## config.mk

```make
export PLATFORM = sky130hd
export DESIGN_NAME = swrf_sqrt
export DESIGN_NICKNAME = d
export VERILOG_FILES = /design/src/design/swrf_sqrt.sv
export SDC_FILE = /design/constraint.sdc
export NUM_CORES = 2
export LEC_CHECK = 0
export BUFFER_PORTS_ARGS = -buffer_cell sky130_fd_sc_hd__buf_2
export CAP_MARGIN = 20
export CORE_MARGIN = 4
export CORE_UTILIZATION = 47
export CTS_BUF_LIST = sky130_fd_sc_hd__clkbuf_4
export DETAILED_ROUTE_END_ITERATION = 10
export PLACE_DENSITY = 0.67
export SYNTH_ARGS = -nofsm -noshare
export SYNTH_HDL_FRONTEND = slang
export SYNTH_SLANG_ARGS = --single-unit
```

## constraint.sdc

```tcl
create_clock -name clk -period 6.8 [get_ports clk]
set_input_delay 1.02 -clock clk [delete_from_list [all_inputs] [get_ports clk]]
set_output_delay 1.02 -clock clk [all_outputs]
set_load 0.02 [all_outputs]
```

## src/design/swrf_sqrt.sv

```systemverilog
// Pipelined restoring integer square root, one root bit per stage.
module swrf_sqrt #(
	parameter int RADW  = 52,
	parameter int ROOTW = 26
) (
	input  logic             clk,
	input  logic             en,
	input  logic [RADW-1:0]  rad,
	output logic [ROOTW-1:0] root
);
	logic [RADW-1:0]  x_s [ROOTW];
	logic [ROOTW:0]   r_s [ROOTW];
	logic [ROOTW-1:0] q_s [ROOTW];

	for (genvar i = 0; i < ROOTW; i++) begin : g_stage
		logic [RADW-1:0]  x_in;
		logic [ROOTW:0]   r_in;
		logic [ROOTW-1:0] q_in;
		logic [ROOTW+2:0] rsh;
		logic [ROOTW+2:0] trial;
		logic             ge;

		if (i == 0) begin : g_first
			assign x_in = rad;
			assign r_in = '0;
			assign q_in = '0;
		end else begin : g_next
			assign x_in = x_s[i-1];
			assign r_in = r_s[i-1];
			assign q_in = q_s[i-1];
		end

		assign rsh   = {r_in, x_in[RADW-1:RADW-2]};
		assign trial = {1'b0, q_in, 2'b01};
		assign ge    = rsh >= trial;

		always_ff @(posedge clk) begin
			if (en) begin
				x_s[i] <= x_in << 2;
				r_s[i] <= ge ? (ROOTW+1)'(rsh - trial) : rsh[ROOTW:0];
				q_s[i] <= {q_in[ROOTW-2:0], ge};
			end
		end
	end

	assign root = q_s[ROOTW-1];
endmodule

```

==> impl_metrics.py <==
metrics = {
    "power": {
        "p_sw_w": 0.007692,
        "vdd.ir_drop.worst_mv": 0.2151,
        "p_per_area_nw_per_um2": 313.2,
        "switching_share_pct": 28.79,
        "seq_power_share_pct": 50.7,
        "p_int_w": 0.01902,
        "combPwrFrac_pct": 19.5,
        "power.leakage_nw": 33.02,
        "p_clk_share_pct": 29.9,
    },
    "routing": {
        "wirelength_um": 151700,
        "wl_per_cell_um": 17.13,
        "drt_iter0_markers": 3280,
        "viasPerCell": 5.338,
        "route.vias.total": 47292,
        "drc_errors": 0,
        "first_pass_iters": 6,
        "ant_nets": 0,
    },
    "setup_path": {
        "path_common_cell": "o21a_1",
        "arrival_ns": 5.14,
        "setup.worst_path.class": "register to register",
        "path_buf_inv": 1,
        "cp_slowest_cell": "o21a_1",
        "critical_path_required_ns": 7.76,
        "slowest_delay_ns": 0.70,
        "worstPathMaxFanout": 30,
        "crit_path_start_kind": "register",
        "critPathCaptureType": "register",
        "cp_top_family": "compound AO/OA/AOI/OAI gates",
        "cp_cell_sequence": "ha_1 > o21a_1 > o21a_1 > o21bai_1 > a31oi_1 > a211oi_1 > o21a_1 > inv_1 > nor2_1 > a21oi_1",
    },
    "synthesis": {
        "synth-seq-cells": 1639,
        "syn_area_per_cell_um2": 12.92,
        "synth_area_leaders": "edfxtp_1 (64%), ha_1 (6.2%), xor2_1 (3.2%), xnor2_1 (2.7%), inv_1 (2.4%)",
        "syn_area_um2": 76660,
        "synth-seq-area-share_pct": 64.20,
        "synth_ff_type": "edfxtp_1",
        "async_flop_share_pct": 0,
        "synth_nets": 6368,
        "yosysTopAreaCell": "edfxtp_1",
        "ys_warn_count": 0,
        "synth.distinct_cells": 90,
        "yosysTopAreaCellShare_pct": 64.20,
        "synthCells": 5935,
        "synth_edf_count": 1639,
    },
    "clocking": {
        "cts.sinks": 1639,
        "clkTransAtPathRegs_ns": 0.06,
        "worstSkewPairLatency_ns": 1.34,
        "clockBufferDepth": 4,
        "cts_resized": 0,
        "ctsRootBufferMaster": "clkbuf_4",
        "numCtsBuffers": 428,
        "h-tree-depth": 5,
        "cts_tree": "built",
    },
    "place": {
        "portBuffers": 79,
        "place_congestion": 0.8855,
        "hpwl_um": 105900,
    },
    "die": {
        "die_h_um": 411.9,
        "rows": 147,
        "pin_count": 80,
        "start_util_pct": 47.52,
        "fp.dieW_um": 411.9,
        "core_um2": 161300,
        "die_area_um2": 169600,
    },
    "job": {
        "cap_viol_max_count": 0,
    },
    "timing": {
        "timing_hold_violations_final": 0,
        "report.final.slew_viol_count": 0,
        "fin_setup_tns_ns": 0,
        "worst_pin_slew_ns": 1.017,
        "fin_crit_sh_pct": 61.44,
        "fin_crit_ns": 4.178,
        "finalSetupViolations": 0,
        "rsz0062_at_grt": "no",
        "timing.fmax_mhz": 239.3,
        "fin_skew_ns": 0.1139,
        "slew_headroom_pct": 32.13,
    },
    "cells_and_area": {
        "layout.nets": 6838,
        "final_common_cell": "edfxtp_1",
        "final_core_utilization_pct": 52.87,
        "syn2layout_area_growth_pct": 11.26,
        "drive_gt1_share_pct": 12.72,
        "final_cell_mix": "edfxtp_1 (1,639), clkbuf_4 (592), inv_1 (483)",
    },
    "global_route": {
        "grt_pass1_wl_um": 243200,
        "grt_pass1_vias": 46575,
        "grt_usage_pct": 17.79,
        "overflow": 0,
        "grt_max_degree": 180,
        "antenna_found_initial": 2,
    },
    "worst_hold_path": {
        "worst_hold_path_type": "input pin to register",
    },
    "run_status": {
        "status": "completed",
    },
}
==> cell usage after synthesis (all sizes together) (6+ instances only) <==
cell	instances
a2111oi	15
a31o	8
mux2i	8
a211oi	47
xnor2	234
or4	51
nor3b	11
o2111ai	11
nand4b	9
o31ai	51
nand2b	56
nor2b	57
nor2	317
edfxtp	1639
o31a	9
nand4	80
a311o	6
a21oi	331
nand3b	13
o21a	79
and3	27
nand2	406
nor4b	11
nor4	99
o21ai	320
nand3	91
nor3	160
a21o	157
ha	379
o41ai	9
or2	36
buf	19
o21bai	25
and2	22
inv	489
xor2	282
a31oi	33
o211ai	23
and4	8
mux2	28
a41oi	9
a21boi	21
clkbuf	111
or3	60
==> flip-flops by register name, indices dropped and copies added (netlist names) <==
signal / flops
x_s: 650
q_s: 351
r_s: 638
==> per-stage QoR <==
stage	total power [W]	cells	cell area (um^2)	worst slack [ns]	hold slack (ns)
floorplan	0.01721	5935	76660	3.498	0.4003
detailed placement	0.01889	8080	79680	2.737	0.4045
finish	0.02671	8859	85290	2.622	0.2369
global placement	0.01880	8079	79670	2.763	0.4001
global route	0.02841	8859	85290	2.297	0.09336
CTS	0.02710	8848	85250	2.593	0.06496
==> power groups by stage <==
stage	clock network [W]	logic, W	registers [W]
after global placement	0	0.00507	0.0137
after detailed placement	0	0.00514	0.0138
after global routing	0.00893	0.00582	0.0137
after CTS	0.00835	0.00519	0.0136
after floorplan	0	0.00384	0.0134
final	0.00798	0.00520	0.0135
==> per-layer routing <==
metal  track usage, %  vias up  part of all wire, %
li1                 -    23280                    -
met1            22.76    22493                   43
met2            29.65     1181                   49
met3            3.496      338                  4.9
met4            7.455        0                  3.1
met5                0        -                    0
==> cell families after synthesis <==
kind of cell | count (synthesis) | share of synthesized area [%]
fa+ha+maj | 379 | 6.186
mux | 36 | 0.5158
buf+inv | 619 | 3.085
compound gates | 1216 | 10.02
flops | 1639 | 64.20
simple gates | 1529 | 10.09
xor+xnor | 516 | 5.895
other cells | 1 | 0.004892
==> worst register-to-register path: cells and delay by family, from the launching register on <==
kind,cells,cell delay [ns]
AOI/OAI and AO/OA,7,2.11
buffers and inverters,1,0.68
and+or+nand+nor,1,0.28
adders and majority gates,1,0.37
DFF,1,0.39
==> worst paths after layout <==
check | startpoint | endpoint | slack, ns | cells after the start
setup / recovery | r_s[21][0] | r_s[22][5] | 2.62 | 10
hold / removal | en | x_s[0][156] | 0.24 | 1
setup reg to reg | r_s[21][0] | r_s[22][5] | 2.62 | 10
hold reg to reg | x_s[0][390] | x_s[1][42] | 0.34 | 0
==> area by class of cell <==
class | instances | area [um^2]
Tap cell | 2160 | 2703
Timing Repair Buffer | 170 | 1333
Sequential cell | 1639 | 49220
Antenna cell | 9 | 22.52
Clock inverter | 123 | 600.6
Clock buffer | 592 | 4444
Fill cell | 13770 | 76020
Inverter | 489 | 1836
Multi-Input combinational cell | 3677 | 25130
==> repair_timing <==
action	CTS	global route
hold buffers	53	0
endpoints found under the hold margin	53	0
setup buffers	0	0
No activity file was read; power rests on OpenSTA's default activity.
