===== config.mk =====
export PLATFORM = sky130hd
export DESIGN_NAME = swrf_dly
export DESIGN_NICKNAME = d
export VERILOG_FILES = /design/src/design/swrf_dly.sv
export SDC_FILE = /design/constraint.sdc
export NUM_CORES = 1
export LEC_CHECK = 0
export BUFFER_PORTS_ARGS = -buffer_cell sky130_fd_sc_hd__buf_2
export CAP_MARGIN = 20
export CORE_MARGIN = 2
export CORE_UTILIZATION = 26
export DETAILED_ROUTE_END_ITERATION = 10
export GPL_ROUTABILITY_DRIVEN = 0
export MAX_ROUTING_LAYER = met4
export SYNTH_ARGS = -nofsm -noshare
export SYNTH_HDL_FRONTEND = slang
export SYNTH_SLANG_ARGS = --single-unit

===== constraint.sdc =====
create_clock -name clk -period 1.25 [get_ports clk]
set_input_delay 0.1875 -clock clk [delete_from_list [all_inputs] [get_ports clk]]
set_output_delay 0.1875 -clock clk [all_outputs]
set_load 0.02 [all_outputs]

===== src/design/swrf_dly.sv =====
// Enabled shift-register delay line for pipeline side data.
module swrf_dly #(
	parameter int W     = 32,
	parameter int DEPTH = 3
) (
	input  logic         clk,
	input  logic         en,
	input  logic [W-1:0] d,
	output logic [W-1:0] q
);
	logic [W-1:0] sr_q [DEPTH];

	always_ff @(posedge clk) begin
		if (en) begin
			sr_q[0] <= d;
			for (int k = 1; k < DEPTH; k++) begin
				sr_q[k] <= sr_q[k-1];
			end
		end
	end

	assign q = sr_q[DEPTH-1];
endmodule


==> impl_metrics.csv, run 1 <==
group,metric,value,unit
cts,insertion_delay,0.33,ns
floorplanning,floorplan.io_pins,66,
timing,worstMarginPinSlew,0.186,ns
floorplanning,fp.dieArea,12900,um^2
logic_synthesis,synthArstFlopShare,0,%
cts,cts.hold.buffers_added,0,
logic_synthesis,synth.cells.most_frequent,"sky130_fd_sc_hd__edfxtp_1 (96), sky130_fd_sc_hd__buf_4 (32)",
worst_hold_path,path_type_of_the_worst_min_delay_path,"input pin to flop",
global_route,antenna_violations_before_repair,0,
run,maxCapViolations,0,
logic_synthesis,mapped_nets,162,
timing,finalHoldViolCount,0,
critical_path,worstSetupPathType,"flop to output pin",
pwr,vdd.ir_drop.worst,0.501,mV
logic_synthesis,ys.warnings.count,0,
global_route,grt_pass1_wl,6.18,mm
logic_synthesis,synth-edff-count,96,
timing,max_slew_margin,87.6,%
global_route,grt.total_usage,7.06,%
global_route,gr-total-overflow,0,
logic_synthesis,synthDominantCellAreaShare,92.3,%
cts,number_of_cts_inserted_buffers,9,
final_layout,top_register,"sr_q",
logic_synthesis,post_synth.cell_area_avg,24.4,um^2
logic_synthesis,cell_types_with_the_largest_area_share_after_synthesis,"sky130_fd_sc_hd__edfxtp_1 (92%), sky130_fd_sc_hd__buf_4 (7.7%)",
timing,period_minus_slack,1.05,ns
logic_synthesis,yosys.cell_types.count,2,
placement,place.detailed.instances,312,
critical_path,top_family_by_delay_on_critical_path,"flip-flops",
logic_synthesis,fraction_of_the_yosys_area_taken_by_sequential_cells,92.3,%
final_layout,antennaDiodeCount,0,
final_layout,final-instance-count-excl-fill,328,
routing,ant_nets,0,
timing,grt_setup_unrepaired,"no",
logic_synthesis,synthCells,128,
critical_path,cp.arrival,0.87,ns
final_layout,multi_input_comb_area,0,um^2
floorplanning,area_inside_the_core_boundary,11900,um^2
cts,cts_tree,"built",
critical_path,critical_path_required,1.06,ns
worst_hold_path,whs_path_depth,1,
timing,finalCritPeriodShare,84.3,%
timing,fin_skew,0.00588,ns
pwr,power.static_leakage,1.37,nW
floorplanning,floorplan.rows,40,
critical_path,cp_slowest_cell,"sky130_fd_sc_hd__edfxtp_1",
timing,setup_viol_count_final,0,
cts,clk_pin_slew_worst_paths,0.06,ns
floorplanning,initial_core_util,26.3,%
cts,cts.path.max_buffers,2,
floorplanning,die_x,114,um
timing,tns,0,ns
critical_path,critical_path.cell_chain,"buf_2",
final_layout,signed_area_change_from_the_synthesized_netlist_to_the_final_layout,20.2,%
routing,firstDrtPassIters,3,
cts,htree_num_levels,3,
cts,postCtsSetupBuffers,0,
final_layout,nMultiInputCombCells,0,
routing,detailedRoute.firstIterationViolations,69,
placement,io_buffers,65,
final_layout,largest_registers,"sr_q: 96 flops",
critical_path,critPathMaxFanout,1,
logic_synthesis,post-synth-top-count-cell,"sky130_fd_sc_hd__edfxtp_1",
routing,wirelength,4.00,mm
final_layout,largest_reg_flops,96,
logic_synthesis,largest_area_contributor_in_the_synthesized_netlist,"sky130_fd_sc_hd__edfxtp_1",
global_route,pin_count_of_the_biggest_net_entering_global_routing,35,
outcome,run_status,"finished clean",
timing,max_frequency,949,MHz
critical_path,slowest_delay,0.37,ns
routing,drt-wirelength-per-cell,12.2,um
cts,clock_sinks,96,
critical_path,worst-path-stages,1,
global_route,grt_pass1_vias,1120,
logic_synthesis,postSynthRegisterBits,96,
cts,cts_resized,0,
routing,via_count,1144,
routing,final_routed_drc_violation_total,0,
logic_synthesis,dominant_synthesized_flop_cell,"sky130_fd_sc_hd__edfxtp_1",
floorplanning,chipHeight,114,um
critical_path,worst-r2r-cell-count,0,
critical_path,number_of_buffer_and_inverter_stages_on_the_critical_path,1,
routing,viasPerCell,3.49,
pwr,power_per_cell_area,1780,nW/um^2
timing,report.final.slew_viol_count,0,
final_layout,layout_cells_sized_above_1,44.8,%
critical_path,worst_setup_path_end_kind,"output pin",
timing,holdWs,0.0269,ns
cts,cts_root_buffer,"sky130_fd_sc_hd__clkbuf_16",
final_layout,finalNetCount,210,
logic_synthesis,mappedNetlistArea,3120,um^2
critical_path,cp-start-kind,"flop",
-- area by class of cell --
cell class              count  area [um^2]
fillers                  1123         8110
flip-flops and latches     96         2880
repair buffers             69          408
clock buffers              11          233
well taps                 147          184
clock inverters             5         47.5
-- path summary, 6_finish.rpt --
kind | start | end | slack, ns
worst max-delay path | sr_q[0][85] | q[21] | 0.20
worst min-delay path | d[27] | sr_q[0][27] | 0.03
worst max register to register | sr_q[0][7] | sr_q[0][39] | 0.61
worst min register to register | sr_q[0][12] | sr_q[0][44] | 0.41
-- per-stage QoR --
| stage | worst slack, ns | util [%] | power, mW | cell area [um^2] |
|---|---|---|---|---|
| after floorplan | 0.572 | - | 4.07 | 3120 |
| after global placement | 0.297 | 29.3 | 4.19 | 3470 |
| after detailed placement | 0.283 | 29.3 | 4.21 | 3470 |
| after CTS | 0.171 | 31.7 | 6.81 | 3750 |
| after global routing | 0.144 | 31.7 | 6.99 | 3750 |
| final | 0.196 | 31.7 | 6.69 | 3750 |
-- logic make-up (layout without fill, tap and decap cells) --
logic type	count (synthesis)	in the layout	share of synthesized area, %
buf+inv	32	85	7.69
flops	96	96	92.3
-- power by group --
group	internal [mW]	switching [mW]
Sequential	3.80	0.0432
Combinational	0.102	0.181
Clock	1.53	1.03
-- metal layers --
layer | part of all wire, % | track usage [%]
met5 | 0 | -
met4 | 1.9 | 4.88
met3 | 7.7 | 3.77
met2 | 51 | 10.3
met1 | 40 | 7.31
-- placed cells by master (no fill, tap or decap) --
cell                        synthesis  routed
sky130_fd_sc_hd__clkinv_1           0       2
sky130_fd_sc_hd__edfxtp_1          96      96
sky130_fd_sc_hd__buf_12             0       4
sky130_fd_sc_hd__buf_4             32       1
sky130_fd_sc_hd__clkbuf_1           0       2
sky130_fd_sc_hd__clkinv_2           0       2
sky130_fd_sc_hd__buf_2              0      64
sky130_fd_sc_hd__bufinv_16          0       1
sky130_fd_sc_hd__clkbuf_16          0       9
Power figures use the tool's default switching activity.
==> inputs of run 2 (changes only) <==
==> constraint.sdc (replaced) <==
create_clock -name clk -period 1 [get_ports clk]
set_input_delay 0.15 -clock clk [delete_from_list [all_inputs] [get_ports clk]]
set_output_delay 0.15 -clock clk [all_outputs]
set_load 0.02 [all_outputs]
==> run 2 against run 1 <==
  * The run now ends with setup timing left
  * Die area did not move
  * Critical path depth did not move
  * Power rose by 28%
  * Non-clock buffer count rose by 34
  * Utilization rose by 4.1 points
  * Sequential cell count did not move
  * Combinational power rose by 86%
  * Cell count rose by 9.8%
  * Critical path type unchanged
  * Largest power group unchanged
  * Highest routed layer unchanged
==> impl_metrics.csv, run 2 (synthesis gave the netlist of run 1 again) <==
group,metric,value,unit
floorplanning,die_x,114,um
timing,max_frequency,986,MHz
critical_path,worst_setup_path_end_kind,"output pin",
timing,max_slew_margin,89.1,%
pwr,power.static_leakage,1.56,nW
placement,dp_worst_setup_slack,0.118,ns
pwr,power_per_cell_area,2010,nW/um^2
global_route,grt.total_usage,7.39,%
global_route,grt_pass1_wl,6.52,mm
routing,via_count,1253,
cts,htree_num_levels,3,
floorplanning,fp.dieArea,12900,um^2
final_layout,finalNetCount,244,
final_layout,mostFrequentLayoutCells,"sky130_fd_sc_hd__edfxtp_1 (96), sky130_fd_sc_hd__buf_2 (39), sky130_fd_sc_hd__dlygate4sd3_1 (32), sky130_fd_sc_hd__buf_6 (25), sky130_fd_sc_hd__clkbuf_16 (9)",
floorplanning,area_inside_the_core_boundary,11900,um^2
cts,postCtsSetupBuffers,0,
critical_path,r2r_slack,0.36,ns
routing,detailedRoute.firstIterationViolations,34,
pwr,pwr-share-comb,6.1,%
cts,insertion_delay,0.33,ns
critical_path,worst_reg2reg_endpoint,"sr_q[0][50]",
outcome,run_status,"complete, but fails checks",
pwr,post-layout-total-power,8.54,mW
pwr,power.net_switching,1.62,mW
critical_path,cp.arrival,0.86,ns
cts,clock_sinks,96,
timing,setup_viol_count_final,14,
pwr,switching_share,19.0,%
global_route,antenna_violations_before_repair,0,
critical_path,critical_path.cell_chain,"buf_6",
cts,cts_root_buffer,"sky130_fd_sc_hd__clkbuf_16",
critical_path,critical_path_required,0.85,ns
floorplanning,floorplan.io_pins,66,
critical_path,critPathMaxFanout,1,
timing,fin_skew,0.00307,ns
floorplanning,initial_core_util,26.3,%
cts,clk_pin_slew_worst_paths,0.06,ns
final_layout,finish.utilization,35.8,%
timing,postLayoutSetupSlackWorst,-0.0146,ns
routing,ant_nets,0,
critical_path,cp-start-kind,"flop",
pwr,clockPowerShare,37.4,%
timing,finalCritPeriodShare,101,%
final_layout,finalInstanceArea,4240,um^2
global_route,gr-total-overflow,0,
final_layout,top_register,"sr_q",
timing,period_minus_slack,1.01,ns
timing,finalHoldViolCount,0,
floorplanning,floorplan.rows,40,
placement,dpl.hpwl,2.72,mm
critical_path,rr_startpoint,"sr_q[0][18]",
run,maxCapViolations,0,
routing,firstDrtPassIters,4,
worst_hold_path,min_from,"en",
timing,grt_setup_unrepaired,"yes",
final_layout,most_common_library_cell_in_the_layout_ignoring_fill_and_taps,"sky130_fd_sc_hd__edfxtp_1",
worst_hold_path,worst_hold_path.endpoint,"sr_q[0][56]",
critical_path,worstSetupPathType,"flop to output pin",
routing,drt-wirelength-per-cell,11.6,um
pwr,vdd.ir_drop.worst,0.621,mV
pwr,power.internal,6.92,mW
final_layout,signed_area_change_from_the_synthesized_netlist_to_the_final_layout,35.8,%
critical_path,top_family_by_delay_on_critical_path,"flip-flops",
critical_path,number_of_buffer_and_inverter_stages_on_the_critical_path,1,
routing,viasPerCell,3.48,
routing,wirelength,4.18,mm
final_layout,antennaDiodeCount,0,
pwr,power.share.sequential,56.5,%
routing,final_routed_drc_violation_total,0,
cts,cts.path.max_buffers,2,
critical_path,cp_slowest_cell,"sky130_fd_sc_hd__edfxtp_1",
global_route,grt_pass1_vias,1244,
critical_path,slowest_delay,0.38,ns
final_layout,largest_registers,"sr_q: 96 flops",
final_layout,nMultiInputCombCells,0,
timing,worstMarginPinSlew,0.164,ns
cts,number_of_cts_inserted_buffers,9,
worst_hold_path,whs_path_depth,1,
floorplanning,chipHeight,114,um
worst_hold_path,path_type_of_the_worst_min_delay_path,"input pin to flop",
final_layout,largest_reg_flops,96,
placement,io_buffers,65,
placement,postPlaceCellArea,3490,um^2
global_route,pin_count_of_the_biggest_net_entering_global_routing,30,
timing,report.final.slew_viol_count,0,
final_layout,multi_input_comb_area,0,um^2
cts,cts_tree,"built",
timing,tns,-0.0870,ns
critical_path,worst-r2r-cell-count,0,
final_layout,layout_cells_sized_above_1,39.0,%
outcome,violations_in_the_final_reports,"setup timing",
[run 2: cell count changes in the layout (fill, tap and decap cells not counted)]
| cell | before | now |
|---|---|---|
| sky130_fd_sc_hd__clkinv_2 | 2 | 1 |
| sky130_fd_sc_hd__dlygate4sd3_1 | 0 | 32 |
| sky130_fd_sc_hd__buf_4 | 1 | 3 |
| sky130_fd_sc_hd__clkbuf_1 | 2 | 0 |
| sky130_fd_sc_hd__buf_2 | 64 | 39 |
| sky130_fd_sc_hd__clkinvlp_4 | 0 | 1 |
| sky130_fd_sc_hd__buf_6 | 0 | 25 |
[run 2: layer usage]
metal	wire, um	global-route usage (%)	up-vias	share of wire (%)
li1	-	-	616	-
met1	1700	7.59	589	41
met2	2110	11.0	36	50
met3	260	3.93	12	6.2
met4	116	4.88	0	2.8
met5	0	-	-	0
[run 2: stage by stage]
stage	cells	hold slack, ns
2_1_floorplan	128	0.249
3_3_place_gp	314	0.326
3_5_place_dp	314	0.328
4_1_cts	360	0.137
5_1_grt	360	0.146
6_report	360	0.148
[run 2: worst max-delay path by stage]
stage / startpoint / endpoint / slack, ns / cells past startpoint
4_1_cts: sr_q[0][84] / q[20] / -0.04 / 1
3_5_place_dp: en / sr_q[0][46] / 0.12 / 2
6_report: sr_q[0][84] / q[20] / -0.01 / 1
2_1_floorplan: sr_q[0][64] / q[0] / 0.36 / 1
3_3_place_gp: en / sr_q[0][82] / 0.13 / 2
5_1_grt: sr_q[0][65] / q[1] / -0.07 / 1
[run 2: area by class of cell]
cell class	instances	area (um^2)
well taps	147	184
fillers	1106	7620
clock inverters	5	50.0
flip-flops and latches	96	2880
repair buffers	103	900
clock buffers	9	225
[run 2: what timing repair did]
item,4_1_cts,5_1_grt
hold endpoints to repair,32,0
gates resized for setup,18,32
pin swaps,0,0
hold buffers,32,0
setup endpoints to repair,32,32
[run 2: power groups by stage]
stage	clock [mW]	sequential (mW)	combinational, mW
3_5_place_dp	0	4.90	0.369
4_1_cts	3.31	4.82	0.492
3_3_place_gp	0	4.88	0.364
2_1_floorplan	0	4.88	0.208
5_1_grt	3.49	4.85	0.560
6_report	3.19	4.82	0.525
